File: config.mk
export PLATFORM = sky130hd
export DESIGN_NAME = rle_sprite_line_decoder_unit
export DESIGN_NICKNAME = d
export VERILOG_FILES = /design/src/rsld_pkg.sv /design/src/rsld_front.sv /design/src/rsld_fifo.sv /design/src/rsld_back.sv /design/src/rle_sprite_line_decoder_unit.sv
export SDC_FILE = /design/constraint.sdc
export NUM_CORES = 1
export LEC_CHECK = 0
export BUFFER_PORTS_ARGS = -buffer_cell sky130_fd_sc_hd__clkbuf_2
export CORE_MARGIN = 5
export CORE_UTILIZATION = 58
export CTS_CLUSTER_DIAMETER = 80
export CTS_CLUSTER_SIZE = 12
export DETAILED_ROUTE_END_ITERATION = 10
export PLACE_DENSITY = 0.85
export SYNTH_ARGS = -nofsm -noshare
export SYNTH_HDL_FRONTEND = slang
export SYNTH_SLANG_ARGS = --single-unit
File: constraint.sdc
create_clock -name clk -period 4.3 [get_ports clk]
set_input_delay 0.86 -clock clk [delete_from_list [all_inputs] [get_ports clk]]
set_output_delay 0.86 -clock clk [all_outputs]
set_load 0.1 [all_outputs]
File: src/rsld_pkg.sv
// Shared types and constants for the run-length sprite line decoder.
package rsld_pkg;

	localparam int unsigned QDepth = 4;
	localparam int unsigned QAw = $clog2(QDepth);

	localparam logic [2:0] PH_OFFSET = 3'd0;
	localparam logic [2:0] PH_SKIP = 3'd1;
	localparam logic [2:0] PH_DIMS = 3'd2;
	localparam logic [2:0] PH_LINE = 3'd3;
	localparam logic [2:0] PH_CTRL = 3'd4;
	localparam logic [2:0] PH_FILL = 3'd5;
	localparam logic [2:0] PH_LIT = 3'd6;
	localparam logic [2:0] PH_DONE = 3'd7;

	localparam logic [1:0] ST_PIXEL = 2'd0;
	localparam logic [1:0] ST_COMPLETE = 2'd1;
	localparam logic [1:0] ST_EMPTY = 2'd2;
	localparam logic [1:0] ST_TRUNC = 2'd3;

	localparam logic [7:0] LEN_MASK = 8'h3F;
	localparam logic [7:0] RUN_MASK = 8'hC0;
	localparam logic [7:0] LIT_BIT = 8'h40;

	localparam logic [6:0] MAX_RESULTS = 7'd64;

	typedef struct packed {
		logic [7:0] x_start;
		logic [6:0] vis;
		logic [7:0] y;
		logic [7:0] color;
		logic       st_valid;
		logic [1:0] st;
	} cmd_t;

endpackage

File: src/rsld_front.sv
// Byte parser that turns each accepted byte into at most one expansion command.
module rsld_front import rsld_pkg::*; (
	input  logic       clk,
	input  logic       arst_n,
	input  logic [7:0] byte_value,
	input  logic       first_byte,
	input  logic       last_byte,
	input  logic       push,
	output logic       full,
	output logic       cmd_valid,
	output cmd_t       cmd,
	input  logic       cmd_ready
);

	logic [2:0]  phase_q, phase_n, ph_c;
	logic [2:0]  hc_q, hc_n, hc_c, hc_inc;
	logic [31:0] acc_q, acc_n, acc_c;
	logic [31:0] skip_q, skip_n;
	logic [7:0]  width_q, width_n;
	logic [7:0]  height_q, height_n;
	logic [7:0]  line_q, line_n;
	logic [7:0]  runs_q, runs_n;
	logic [6:0]  lit_q, lit_n;
	logic [15:0] col_q, col_n;
	logic        run_en;
	logic [6:0]  run_len;
	logic        end_run, end_line;
	logic        st_valid;
	logic [1:0]  st;
	logic [16:0] col_sum;
	logic [7:0]  room;
	logic [6:0]  vis;
	logic        accept;

	assign full = !cmd_ready;
	assign accept = push && cmd_ready;

	always_comb begin
		ph_c = first_byte ? PH_OFFSET : phase_q;
		hc_c = first_byte ? 3'd0 : hc_q;
		acc_c = first_byte ? 32'd0 : acc_q;
		hc_inc = hc_c + 3'd1;
		phase_n = ph_c;
		hc_n = hc_c;
		acc_n = acc_c;
		skip_n = skip_q;
		width_n = width_q;
		height_n = height_q;
		line_n = line_q;
		runs_n = runs_q;
		lit_n = lit_q;
		col_n = col_q;
		run_en = 1'b0;
		run_len = 7'd1;
		end_run = 1'b0;
		end_line = 1'b0;
		st_valid = 1'b0;
		st = ST_PIXEL;
		col_sum = 17'd0;
		unique case (ph_c)
			PH_OFFSET: begin
				acc_n = acc_c | ({24'd0, byte_value} << {hc_c[1:0], 3'b000});
				if (hc_inc[2]) begin
					hc_n = 3'd0;
					skip_n = (acc_n >= 32'd4) ? acc_n - 32'd4 : 32'd0;
					phase_n = (skip_n != 32'd0) ? PH_SKIP : PH_DIMS;
				end else begin
					hc_n = hc_inc;
				end
			end
			PH_SKIP: begin
				skip_n = skip_q - 32'd1;
				if (skip_n == 32'd0) begin
					phase_n = PH_DIMS;
				end
			end
			PH_DIMS: begin
				if (hc_c == 3'd0) begin
					width_n = byte_value;
				end else if (hc_c == 3'd1) begin
					height_n = byte_value;
				end
				if (hc_inc[2]) begin
					hc_n = 3'd0;
					line_n = 8'd0;
					col_n = 16'd0;
					if (width_n == 8'd0 || height_n == 8'd0) begin
						phase_n = PH_DONE;
						st_valid = 1'b1;
						st = ST_EMPTY;
					end else begin
						phase_n = PH_LINE;
					end
				end else begin
					hc_n = hc_inc;
				end
			end
			PH_LINE: begin
				col_n = 16'd0;
				runs_n = byte_value;
				if (byte_value == 8'd0) begin
					end_line = 1'b1;
				end else begin
					phase_n = PH_CTRL;
				end
			end
			PH_CTRL: begin
				if ((byte_value & RUN_MASK) != 8'd0) begin
					lit_n = {1'b0, byte_value[5:0]} + 7'd1;
					phase_n = ((byte_value & LIT_BIT) != 8'd0) ? PH_LIT : PH_FILL;
				end else begin
					col_sum = {1'b0, col_q} + 17'(byte_value & LEN_MASK) + 17'd1;
					col_n = col_sum[16] ? 16'hFFFF : col_sum[15:0];
					end_run = 1'b1;
				end
			end
			PH_FILL: begin
				run_en = 1'b1;
				run_len = lit_q;
				col_sum = {1'b0, col_q} + 17'(lit_q);
				col_n = col_sum[16] ? 16'hFFFF : col_sum[15:0];
				lit_n = 7'd0;
				end_run = 1'b1;
			end
			PH_LIT: begin
				run_en = 1'b1;
				col_n = (col_q == 16'hFFFF) ? col_q : col_q + 16'd1;
				lit_n = lit_q - 7'd1;
				if (lit_n == 7'd0) begin
					end_run = 1'b1;
				end
			end
			PH_DONE: begin
			end
			default: begin
			end
		endcase
		if (end_run) begin
			runs_n = runs_q - 8'd1;
			if (runs_n == 8'd0) begin
				end_line = 1'b1;
			end else begin
				phase_n = PH_CTRL;
			end
		end
		if (end_line) begin
			col_n = 16'd0;
			line_n = line_q + 8'd1;
			if (line_n >= height_q) begin
				phase_n = PH_DONE;
				st_valid = 1'b1;
				st = ST_COMPLETE;
			end else begin
				phase_n = PH_LINE;
			end
		end
		if (last_byte && phase_n != PH_DONE) begin
			phase_n = PH_DONE;
			st_valid = 1'b1;
			st = ST_TRUNC;
		end
	end

	always_comb begin
		room = width_q - col_q[7:0];
		vis = 7'd0;
		if (run_en && col_q < {8'd0, width_q}) begin
			vis = ({1'b0, run_len} <= room) ? run_len : room[6:0];
		end
		if (st_valid && vis == MAX_RESULTS) begin
			vis = MAX_RESULTS - 7'd1;
		end
	end

	assign cmd_valid = accept && (vis != 7'd0 || st_valid);
	assign cmd.x_start = col_q[7:0];
	assign cmd.vis = vis;
	assign cmd.y = line_q;
	assign cmd.color = byte_value;
	assign cmd.st_valid = st_valid;
	assign cmd.st = st;

	always_ff @(posedge clk or negedge arst_n) begin
		if (!arst_n) begin
			phase_q <= PH_OFFSET;
			hc_q <= 3'd0;
			acc_q <= 32'd0;
			skip_q <= 32'd0;
			width_q <= 8'd0;
			height_q <= 8'd0;
			line_q <= 8'd0;
			runs_q <= 8'd0;
			lit_q <= 7'd0;
			col_q <= 16'd0;
		end else if (accept) begin
			phase_q <= phase_n;
			hc_q <= hc_n;
			acc_q <= acc_n;
			skip_q <= skip_n;
			width_q <= width_n;
			height_q <= height_n;
			line_q <= line_n;
			runs_q <= runs_n;
			lit_q <= lit_n;
			col_q <= col_n;
		end
	end

endmodule

File: src/rsld_fifo.sv
// Short command queue between the parser and the pixel expander.
module rsld_fifo import rsld_pkg::*; (
	input  logic clk,
	input  logic arst_n,
	input  logic wr_valid,
	input  cmd_t wr_data,
	output logic wr_ready,
	output logic rd_valid,
	output cmd_t rd_data,
	input  logic rd_ready
);

	cmd_t           mem_q [QDepth];
	logic [QAw-1:0] wr_ptr_q, rd_ptr_q;
	logic [QAw:0]   count_q;
	logic           do_wr, do_rd;

	assign wr_ready = count_q != (QAw+1)'(QDepth);
	assign rd_valid = count_q != '0;
	assign rd_data = mem_q[rd_ptr_q];
	assign do_wr = wr_valid && wr_ready;
	assign do_rd = rd_valid && rd_ready;

	always_ff @(posedge clk) begin
		if (do_wr) begin
			mem_q[wr_ptr_q] <= wr_data;
		end
	end

	always_ff @(posedge clk or negedge arst_n) begin
		if (!arst_n) begin
			wr_ptr_q <= '0;
			rd_ptr_q <= '0;
			count_q <= '0;
		end else begin
			if (do_wr) begin
				wr_ptr_q <= wr_ptr_q + QAw'(1);
			end
			if (do_rd) begin
				rd_ptr_q <= rd_ptr_q + QAw'(1);
			end
			if (do_wr && !do_rd) begin
				count_q <= count_q + (QAw+1)'(1);
			end else if (do_rd && !do_wr) begin
				count_q <= count_q - (QAw+1)'(1);
			end
		end
	end

endmodule

File: src/rsld_back.sv
// Expander that turns queued commands into pixel and status words.
module rsld_back import rsld_pkg::*; (
	input  logic       clk,
	input  logic       arst_n,
	input  logic       cmd_valid,
	input  cmd_t       cmd,
	output logic       cmd_pop,
	output logic       empty,
	input  logic       pop,
	output logic [1:0] status,
	output logic [7:0] pixel_x,
	output logic [7:0] pixel_y,
	output logic [7:0] color_index,
	output logic       last_of_run
);

	logic       out_valid_q;
	logic [6:0] k_q;
	logic       load;
	logic       in_pixels;
	logic       last_pixel;

	assign empty = !out_valid_q;
	assign load = !out_valid_q || pop;
	assign in_pixels = k_q < cmd.vis;
	assign last_pixel = (k_q + 7'd1) == cmd.vis;
	assign cmd_pop = load && cmd_valid && (!in_pixels || (last_pixel && !cmd.st_valid));

	always_ff @(posedge clk or negedge arst_n) begin
		if (!arst_n) begin
			out_valid_q <= 1'b0;
			k_q <= 7'd0;
		end else if (load) begin
			out_valid_q <= cmd_valid;
			if (cmd_valid) begin
				k_q <= cmd_pop ? 7'd0 : k_q + 7'd1;
			end
		end
	end

	always_ff @(posedge clk) begin
		if (load && cmd_valid) begin
			if (in_pixels) begin
				status <= ST_PIXEL;
				pixel_x <= cmd.x_start + {1'b0, k_q};
				pixel_y <= cmd.y;
				color_index <= cmd.color;
				last_of_run <= last_pixel && !cmd.st_valid;
			end else begin
				status <= cmd.st;
				pixel_x <= 8'd0;
				pixel_y <= 8'd0;
				color_index <= 8'd0;
				last_of_run <= 1'b1;
			end
		end
	end

endmodule

File: src/rle_sprite_line_decoder_unit.sv
// A byte's first word passes through the command queue and then the output register.
// One byte per cycle goes in while the queue has room, one word out while pop is high.
// A fill byte with n visible pixels holds the expander for n result words; bytes keep entering
// until the four-entry command queue fills, then full stays high.
// Reset (arst_n low) clears the parser state, the queue and the output valid at once.
module rle_sprite_line_decoder_unit import rsld_pkg::*; (
	input  logic       clk,
	input  logic       arst_n,
	input  logic [7:0] byte_value,
	input  logic       first_byte,
	input  logic       last_byte,
	input  logic       push,
	output logic       full,
	output logic       empty,
	input  logic       pop,
	output logic [1:0] status,
	output logic [7:0] pixel_x,
	output logic [7:0] pixel_y,
	output logic [7:0] color_index,
	output logic       last_of_run
);

	logic f_valid, f_ready, b_valid, b_pop;
	cmd_t f_cmd, b_cmd;

	rsld_front u_front (
		.clk        (clk),
		.arst_n     (arst_n),
		.byte_value (byte_value),
		.first_byte (first_byte),
		.last_byte  (last_byte),
		.push       (push),
		.full       (full),
		.cmd_valid  (f_valid),
		.cmd        (f_cmd),
		.cmd_ready  (f_ready)
	);

	rsld_fifo u_fifo (
		.clk      (clk),
		.arst_n   (arst_n),
		.wr_valid (f_valid),
		.wr_data  (f_cmd),
		.wr_ready (f_ready),
		.rd_valid (b_valid),
		.rd_data  (b_cmd),
		.rd_ready (b_pop)
	);

	rsld_back u_back (
		.clk         (clk),
		.arst_n      (arst_n),
		.cmd_valid   (b_valid),
		.cmd         (b_cmd),
		.cmd_pop     (b_pop),
		.empty       (empty),
		.pop         (pop),
		.status      (status),
		.pixel_x     (pixel_x),
		.pixel_y     (pixel_y),
		.color_index (color_index),
		.last_of_run (last_of_run)
	);

endmodule

# Yosys cells after proc, flatten, opt, wreduce, memory -nomap -nowiden
# Memory sizes are Yosys's and may differ from the RTL's.
# Cells that the tools add are included.
totals:
  output_inout_bits: 29
  wordCells: 184
  n_memories: 1
  inputBits: 14
  ramBits: 136
  ff_bits: 167
classes:
  shifts: 1
  bitwise: 1
  reduce_logical: 50
  n_mux: 71
  addsub: 18
  n_eq_ne: 17
  n_lt_le_gt_ge: 5
memory_table:
  columns: ["memory", "depth", "word_bits", "read_ports", "rd_ports_with_merged_regs", "write_ports", "line_no", "rtl"]
  rows:
  - ["u_fifo.mem_q", 4, 34, 1, 0, 1, "rsld_fifo.sv:13", "cmd_t mem_q [QDepth];"]
ops:
  columns: ["operator", "count"]
  rows:
  - ["two-way mux 32 bit", 4]
  - ["two-way mux 16 bit", 6]
  - ["two-way mux 8 bit", 10]
  - ["one-hot mux 16 bit (5 select lines)", 1]
  - ["one-hot mux 32 bit (2 select lines)", 1]
  - ["two-way mux 3 bit", 16]
  - ["two-way mux 7 bit", 6]
  - [">= comparator 32 x 3 -> 1 bit (second input constant)", 1]
  - ["zero test 32 bit", 1]
  - ["zero test 8 bit", 4]
  - ["OR 32 bit", 1]
  - ["nonzero test 32 bit", 1]
  - ["<< shifter 8 x 5 -> 32 bit", 1]
  - ["subtractor 32 x 1 -> 32 bit (second input constant)", 1]
  - ["subtractor 32 x 3 -> 32 bit (second input constant)", 1]
  - ["one-hot mux 7 bit (3 select lines)", 1]
  - ["two-way mux 2 bit", 9]
  - ["adder 16 x 6 -> 17 bit", 1]
  - ["adder 16 x 7 -> 17 bit", 1]
  - ["adder 17 x 1 -> 17 bit (second input constant)", 1]
  - ["adder 16 x 1 -> 16 bit (second input constant)", 1]
  - ["== test 16 bit (second input constant)", 1]
  - ["less-than comparator 16 x 8 -> 1 bit", 1]
  - ["two-way mux 1 bit", 15]
  - ["other kinds (38)", 77]

# Depth between registers and ports, before layout
logic_depth:
  depth_word: 26
  depth_mapped: 23
  depth_no_buf: 22

# Cells and area by module
# From an unflattened synthesis, not the netlist that was laid out.
unflattened:
  hier_cells: 1826
  area_unflattened_um2: 18780.5
modules_own_cells:
  columns: ["module", "seq_area_each_um2", "area_each_um2", "n_inst", "cells_per_inst"]
  rows:
  - ["rsld_front", 3128.0, 11352.1, 1, 1424]
  - ["rsld_fifo", 4259.1, 5370.2, 1, 213]
  - ["rsld_back", 1011.0, 2058.2, 1, 189]

# Least setup slack after synthesis
# OpenSTA, ideal clock, no wires.
synth_path:
  kind: "in2reg"
  startpoint: "in first_byte"
  endpoint: "mem u_fifo.mem_q[0][0] (netlist name) (enable)"
  required_ps: 3906
  setup_time_ps: 394
  stages: 18
  path_slack_ps: -816
  arrival_ps: 4721
  n_path_buf: 3
  path_cell_list: "clkbuf_1 > nor2b_1 > nand2_1 > or2_2 > clkbuf_1 > clkbuf_1 > nor2_1 > ha_1 > nor2b_1 > o21a_1 > o21a_1 > o21a_1 > o21a_1 > o21a_1 > o2111ai_1 > o211ai_1 > a31oi_4 > and2_1"
synth_via:
  elab_chain_cells: 24
  word_cells_on_any_way: 66
  classes_between: "add/sub (2); order compare (2); eq/ne (9); shift (1); mux (37); bitwise (1); reduce/logical (14)"
synth_lines:
  columns: ["element", "line_no", "rtl"]
  rows:
  - ["from (decl)", "rle_sprite_line_decoder_unit.sv:10", "input logic first_byte,"]
  - ["branches (longest 19 deep; another with subtractor 32 x 3 -> 32 bit)", null, null]
  - ["logical OR 1 bit *", "rsld_front.sv:175", "assign cmd_valid = accept && (vis != 7'd0 || st_valid);"]
  - ["logical AND 1 bit *", "rsld_front.sv:175", null]
  - ["logical AND 1 bit *", "rsld_fifo.sv:21", "assign do_wr = wr_valid && wr_ready;"]
  - ["net u_fifo.do_wr", "rsld_fifo.sv:16", "logic do_wr, do_rd;"]
  - ["two-way mux 1 bit *", "rsld_fifo.sv:25", "if (do_wr) begin"]
  - ["two-way mux 1 bit (not written as such) *", "rsld_fifo.sv:26", "mem_q[wr_ptr_q] <= wr_data;"]
  - ["to (decl)", "rsld_fifo.sv:13", null]
# Mark *: on every way through the listed nets, which the timed path passes. The select of a mux whose other input is x is not followed.

# Worst setup path after layout
layout_path:
  startpoint: "reg u_front.skip_q[1]"
  endpoint: "reg u_fifo.count_q[1]"
layout_via:
  elab_chain_cells: 19
  word_cells_on_any_way: 21
  classes_between: "add/sub (1); eq/ne (1); mux (8); reduce/logical (11)"
layout_lines:
  columns: ["element", "line_no", "rtl"]
  rows:
  - ["from (decl)", "rsld_front.sv:18", "logic [31:0] skip_q, skip_n;"]
  - ["from (signal assigned)", "rsld_front.sv:199", "skip_q <= skip_n;"]
  - ["subtractor 32 x 1 -> 32 bit *", "rsld_front.sv:72", "skip_n = skip_q - 32'd1;"]
  - ["zero test 32 bit *", "rsld_front.sv:73", "if (skip_n == 32'd0) begin"]
  - ["two-way mux 3 bit *", "rsld_front.sv:73", null]
  - ["one-hot mux 3 bit (5 select lines) *", "rsld_front.sv:60", "unique case (ph_c)"]
  - ["two-way mux 3 bit", "rsld_front.sv:140", "if (runs_n == 8'd0) begin"]
  - ["two-way mux 3 bit *", "rsld_front.sv:138", "if (end_run) begin"]
  - ["two-way mux 3 bit *", "rsld_front.sv:146", "if (end_line) begin"]
  - ["!= test 3 bit *", "rsld_front.sv:157", "if (last_byte && phase_n != PH_DONE) begin"]
  - ["[... 4 more ...]", null, null]
  - ["nonzero test 7 bit", "rsld_front.sv:175", null]
  - ["logical OR 1 bit *", "rsld_front.sv:175", null]
  - ["logical AND 1 bit *", "rsld_front.sv:175", null]
  - ["logical AND 1 bit *", "rsld_fifo.sv:21", null]
  - ["net u_fifo.do_wr", "rsld_fifo.sv:16", null]
  - ["zero test 1 bit", "rsld_fifo.sv:44", "end else if (do_rd && !do_wr) begin"]
  - ["logical AND 1 bit", "rsld_fifo.sv:44", null]
  - ["nonzero test 2 bit (no source line)", null, null]
  - ["to (signal assigned)", "rsld_fifo.sv:43", "count_q <= count_q + (QAw+1)'(1);"]
  - ["to (signal assigned)", "rsld_fifo.sv:45", "count_q <= count_q - (QAw+1)'(1);"]
  - ["to (decl)", "rsld_fifo.sv:15", "logic [QAw:0] count_q;"]
# The timed path passes the listed nets; every way through them passes the cells marked *.
# A chain may end at the register's enable or synchronous reset.

==> flow_summary.yaml <==
route:
  vias: 15400
  post-route-drc-count: 0
  viasPerCell: 6.55
  finalWirelength_mm: 50.4
  drt_iter0_drc: 2020
  wire_per_inst_um: 21.4
  drt-pass1-iter-count: 6
  antenna_left: 0
grt:
  grt_max_degree: 85
  overflow: 0
  grt_pass1_vias: 15100
  grt_pass1_wl_mm: 81.8
  track_usage_pct: 28.5
  antenna_found_initial: 1
place:
  port-buffer-count: 42
  placed_area_um2: 19700
  dp_hpwl_mm: 35.9
  gp_congestion: 0.977
min_path:
  hp-class: "in2async"
sta:
  setup_tns_ns: 0
  max_slew_margin_pct: 17.6
  fin_crit_ns: 4.17
  setup_violations: 0
  slew_viol_final: 0
  timing.final.crit_share_pct: 97.0
  hold_viol_final: 0
  rsz0062_at_grt: "false"
  skew_ns: 0.0373
  fmax_mhz: 240
  tightest_slew_ns: 1.23
setup_path:
  cp_max_fo: 6
  cp-end-kind: "register"
  slowest_delay_ns: 0.57
  path_cells: "or4_4, buf_4, nor3_4, a31o_1, a32oi_1, or3_4, nor4_4, o41ai_2, o41ai_4, a31oi_4, ha_2, inv_2, fa_2, mux2_2"
  start_kind: "register"
  worstPathRequired_ns: 4.75
  setup.worst_path.class: "reg2reg"
  cp_slowest_cell: "or4_4"
  crit_arrival_ns: 4.62
clocking:
  cts_root_buffer: "clkbuf_16"
  cts_max_level: 1
  cts_tree: "done"
  cts_inserted_buffers: 29
  cts.path.max_buffers: 3
  insertion_delay_ns: 0.57
  cts_sinks: 303
  clk_pin_slew_worst_paths_ns: 0.07
logic_synthesis:
  ys.flop_type: "edfxtp_1"
  synthArstFlopShare_pct: 46.2
  synth_edf_count: 163
  synth.area.top_cells: "edfxtp_1, dfrtp_1, ha_1"
  seq_area_frac_synth_pct: 46.3
  syn_nets: 1901
  ys_warn_count: 0
  synth_top_area_share_pct: 27.0
  ys_ff_latch: 303
  yosysUniqueCellTypes: 91
  synth_cells: 1807
  synth_top_area_cell: "edfxtp_1"
  syn_avg_cell_area_um2: 10.0
  synth_area_um2: 18100
floorplanning:
  dieArea_um2: 34900
  rows: 64
  core_um2: 30700
  fp.dieW_um: 187
  die_h_um: 187
  ioPinCount: 43
  initial_core_util_pct: 59.0
layout:
  area_growth_pct: 13.9
  drive_gt1_share_pct: 17.2
  design_area_um2: 20700
  mostFrequentLayoutCells: "edfxtp_1, o21ai_0, buf_4"
  final_common_cell: "edfxtp_1"
  fin_nets: 2028
power:
  p_leak_nw: 8.38
  vdd_ir_drop_max_uv: 440
  power_density_nw_per_um2: 667
status:
  status: "complete, no violations"
flow_run:
  maxCapViolCount: 0
## report_power, final
| group | internal, mW | total [mW] | switching, mW | leakage [nW] |
|---|---|---|---|---|
| Sequential | 3.97 | 4.65 | 0.685 | 3.26 |
| Clock | 1.27 | 2.34 | 1.07 | 0.396 |
| Combinational | 2.50 | 6.77 | 4.27 | 4.72 |
## path summary, 6_finish.rpt
path | slack [ns] | start | cells after the start | to
hold / removal | 0.35 | arst_n | 1 | u_back.k_q[3]
max in group asynchronous | 3.00 | arst_n | 2 | u_front.acc_q[23]
setup reg to reg | 0.13 | u_front.skip_q[1] | 14 | u_fifo.count_q[1]
hold reg to reg | 0.50 | u_front.runs_q[1] | 2 | u_front.runs_q[1]
setup / recovery | 0.13 | u_front.skip_q[1] | 14 | u_fifo.count_q[1]
min in group clk | 0.50 | u_front.runs_q[1] | 2 | u_front.runs_q[1]
## sequential cells by signal, summed over array words and instances (netlist names)
name	count
u_fifo.wr_ptr_q	2
u_back.k_q	7
u_front.hc_q	3
u_fifo.count_q	3
u_front.line_q	8
u_fifo.mem_q	136
u_front.acc_q	32
u_back.color_index	8
u_front.height_q	8
u_front.col_q	16
u_fifo.rd_ptr_q	2
u_back.out_valid_q	1
u_front.skip_q	32
u_back.last_of_run	1
u_front.phase_q	3
u_front.width_q	8
u_back.pixel_x	8
u_front.lit_q	7
u_back.status	2
u_front.runs_q	8
u_back.pixel_y	8
## cell type report
cell class	count	area, µm²
clock inverters	2	17.5
fillers	2227	10100
multi-input cells	1314	9130
diodes	1	2.50
inverters	88	330
repair buffers	198	1460
well taps	396	495
clock buffers	49	811
flip-flops and latches	303	8400
## cell families after synthesis
family	synth area share, %
adders and majority gates	5.73
xor gates and xnor gates	3.96
AOI/OAI and AO/OA	18.2
DFF	46.3
muxes	5.45
and+or+nand+nor	16.4
buffers and inverters	4.00
## metal layers
layer,global-route usage (%),up-vias,share of wire [%]
li1,-,6936,-
met1,39.7,7465,40
met2,46.7,854,47
met3,4.78,137,9.9
met4,7.91,0,3.0
met5,0,-,0
## repair_timing
item                                    in CTS  in global routing
pin swaps                                    1                  9
gates resized for setup                      4                 17
endpoints found under the setup margin       2                 98
buffers inserted                             1                  4
hold buffers                                 0                  0
## synthesized netlist by cell type, types with 14 or more instances
master and count:
xnor2_1 47, or3_1 20, mux2i_1 14, mux4_2 34
and3_1 40, a31oi_1 23, edfxtp_1 163, nand3_1 37
dfrtp_1 140, a211oi_1 20, a21oi_1 132, and2_1 21
ha_1 75, o21a_1 20, o22a_1 14, nor2b_1 20
nor2_1 151, nand2b_1 18, nor3_1 48, a22oi_1 19
o21ai_0 152, nand2_1 138, clkbuf_1 87, xor2_1 35
inv_1 85, a22o_1 14, nor4_1 29
## through the flow
| stage | power [mW] | hold WS (ns) | setup slack, ns | std cells | utilization, % |
|---|---|---|---|---|---|
| global placement | 10.9 | 0.476 | -0.0739 | 2294 | 64.1 |
| detailed placement | 11.3 | 0.478 | -0.129 | 2294 | 64.1 |
| global route | 14.6 | 0.417 | 0.00612 | 2350 | 67.2 |
| floorplan | 9.23 | 0.456 | -0.283 | 1807 | - |
| CTS | 13.6 | 0.416 | 0.00409 | 2346 | 66.9 |
| finish | 13.8 | 0.351 | 0.128 | 2351 | 67.2 |
## worst max-delay path: cells and delay by family (launching register included)
| family | cells | cell delay, ns |
|---|---|---|
| buffers and inverters | 2 | 0.24 |
| AOI/OAI and AO/OA | 5 | 0.96 |
| DFF | 1 | 0.40 |
| muxes | 1 | 0.27 |
| and+or+nand+nor | 4 | 1.54 |
| adders and majority gates | 2 | 0.64 |
Note: power is estimated with default switching activity, not from simulation.
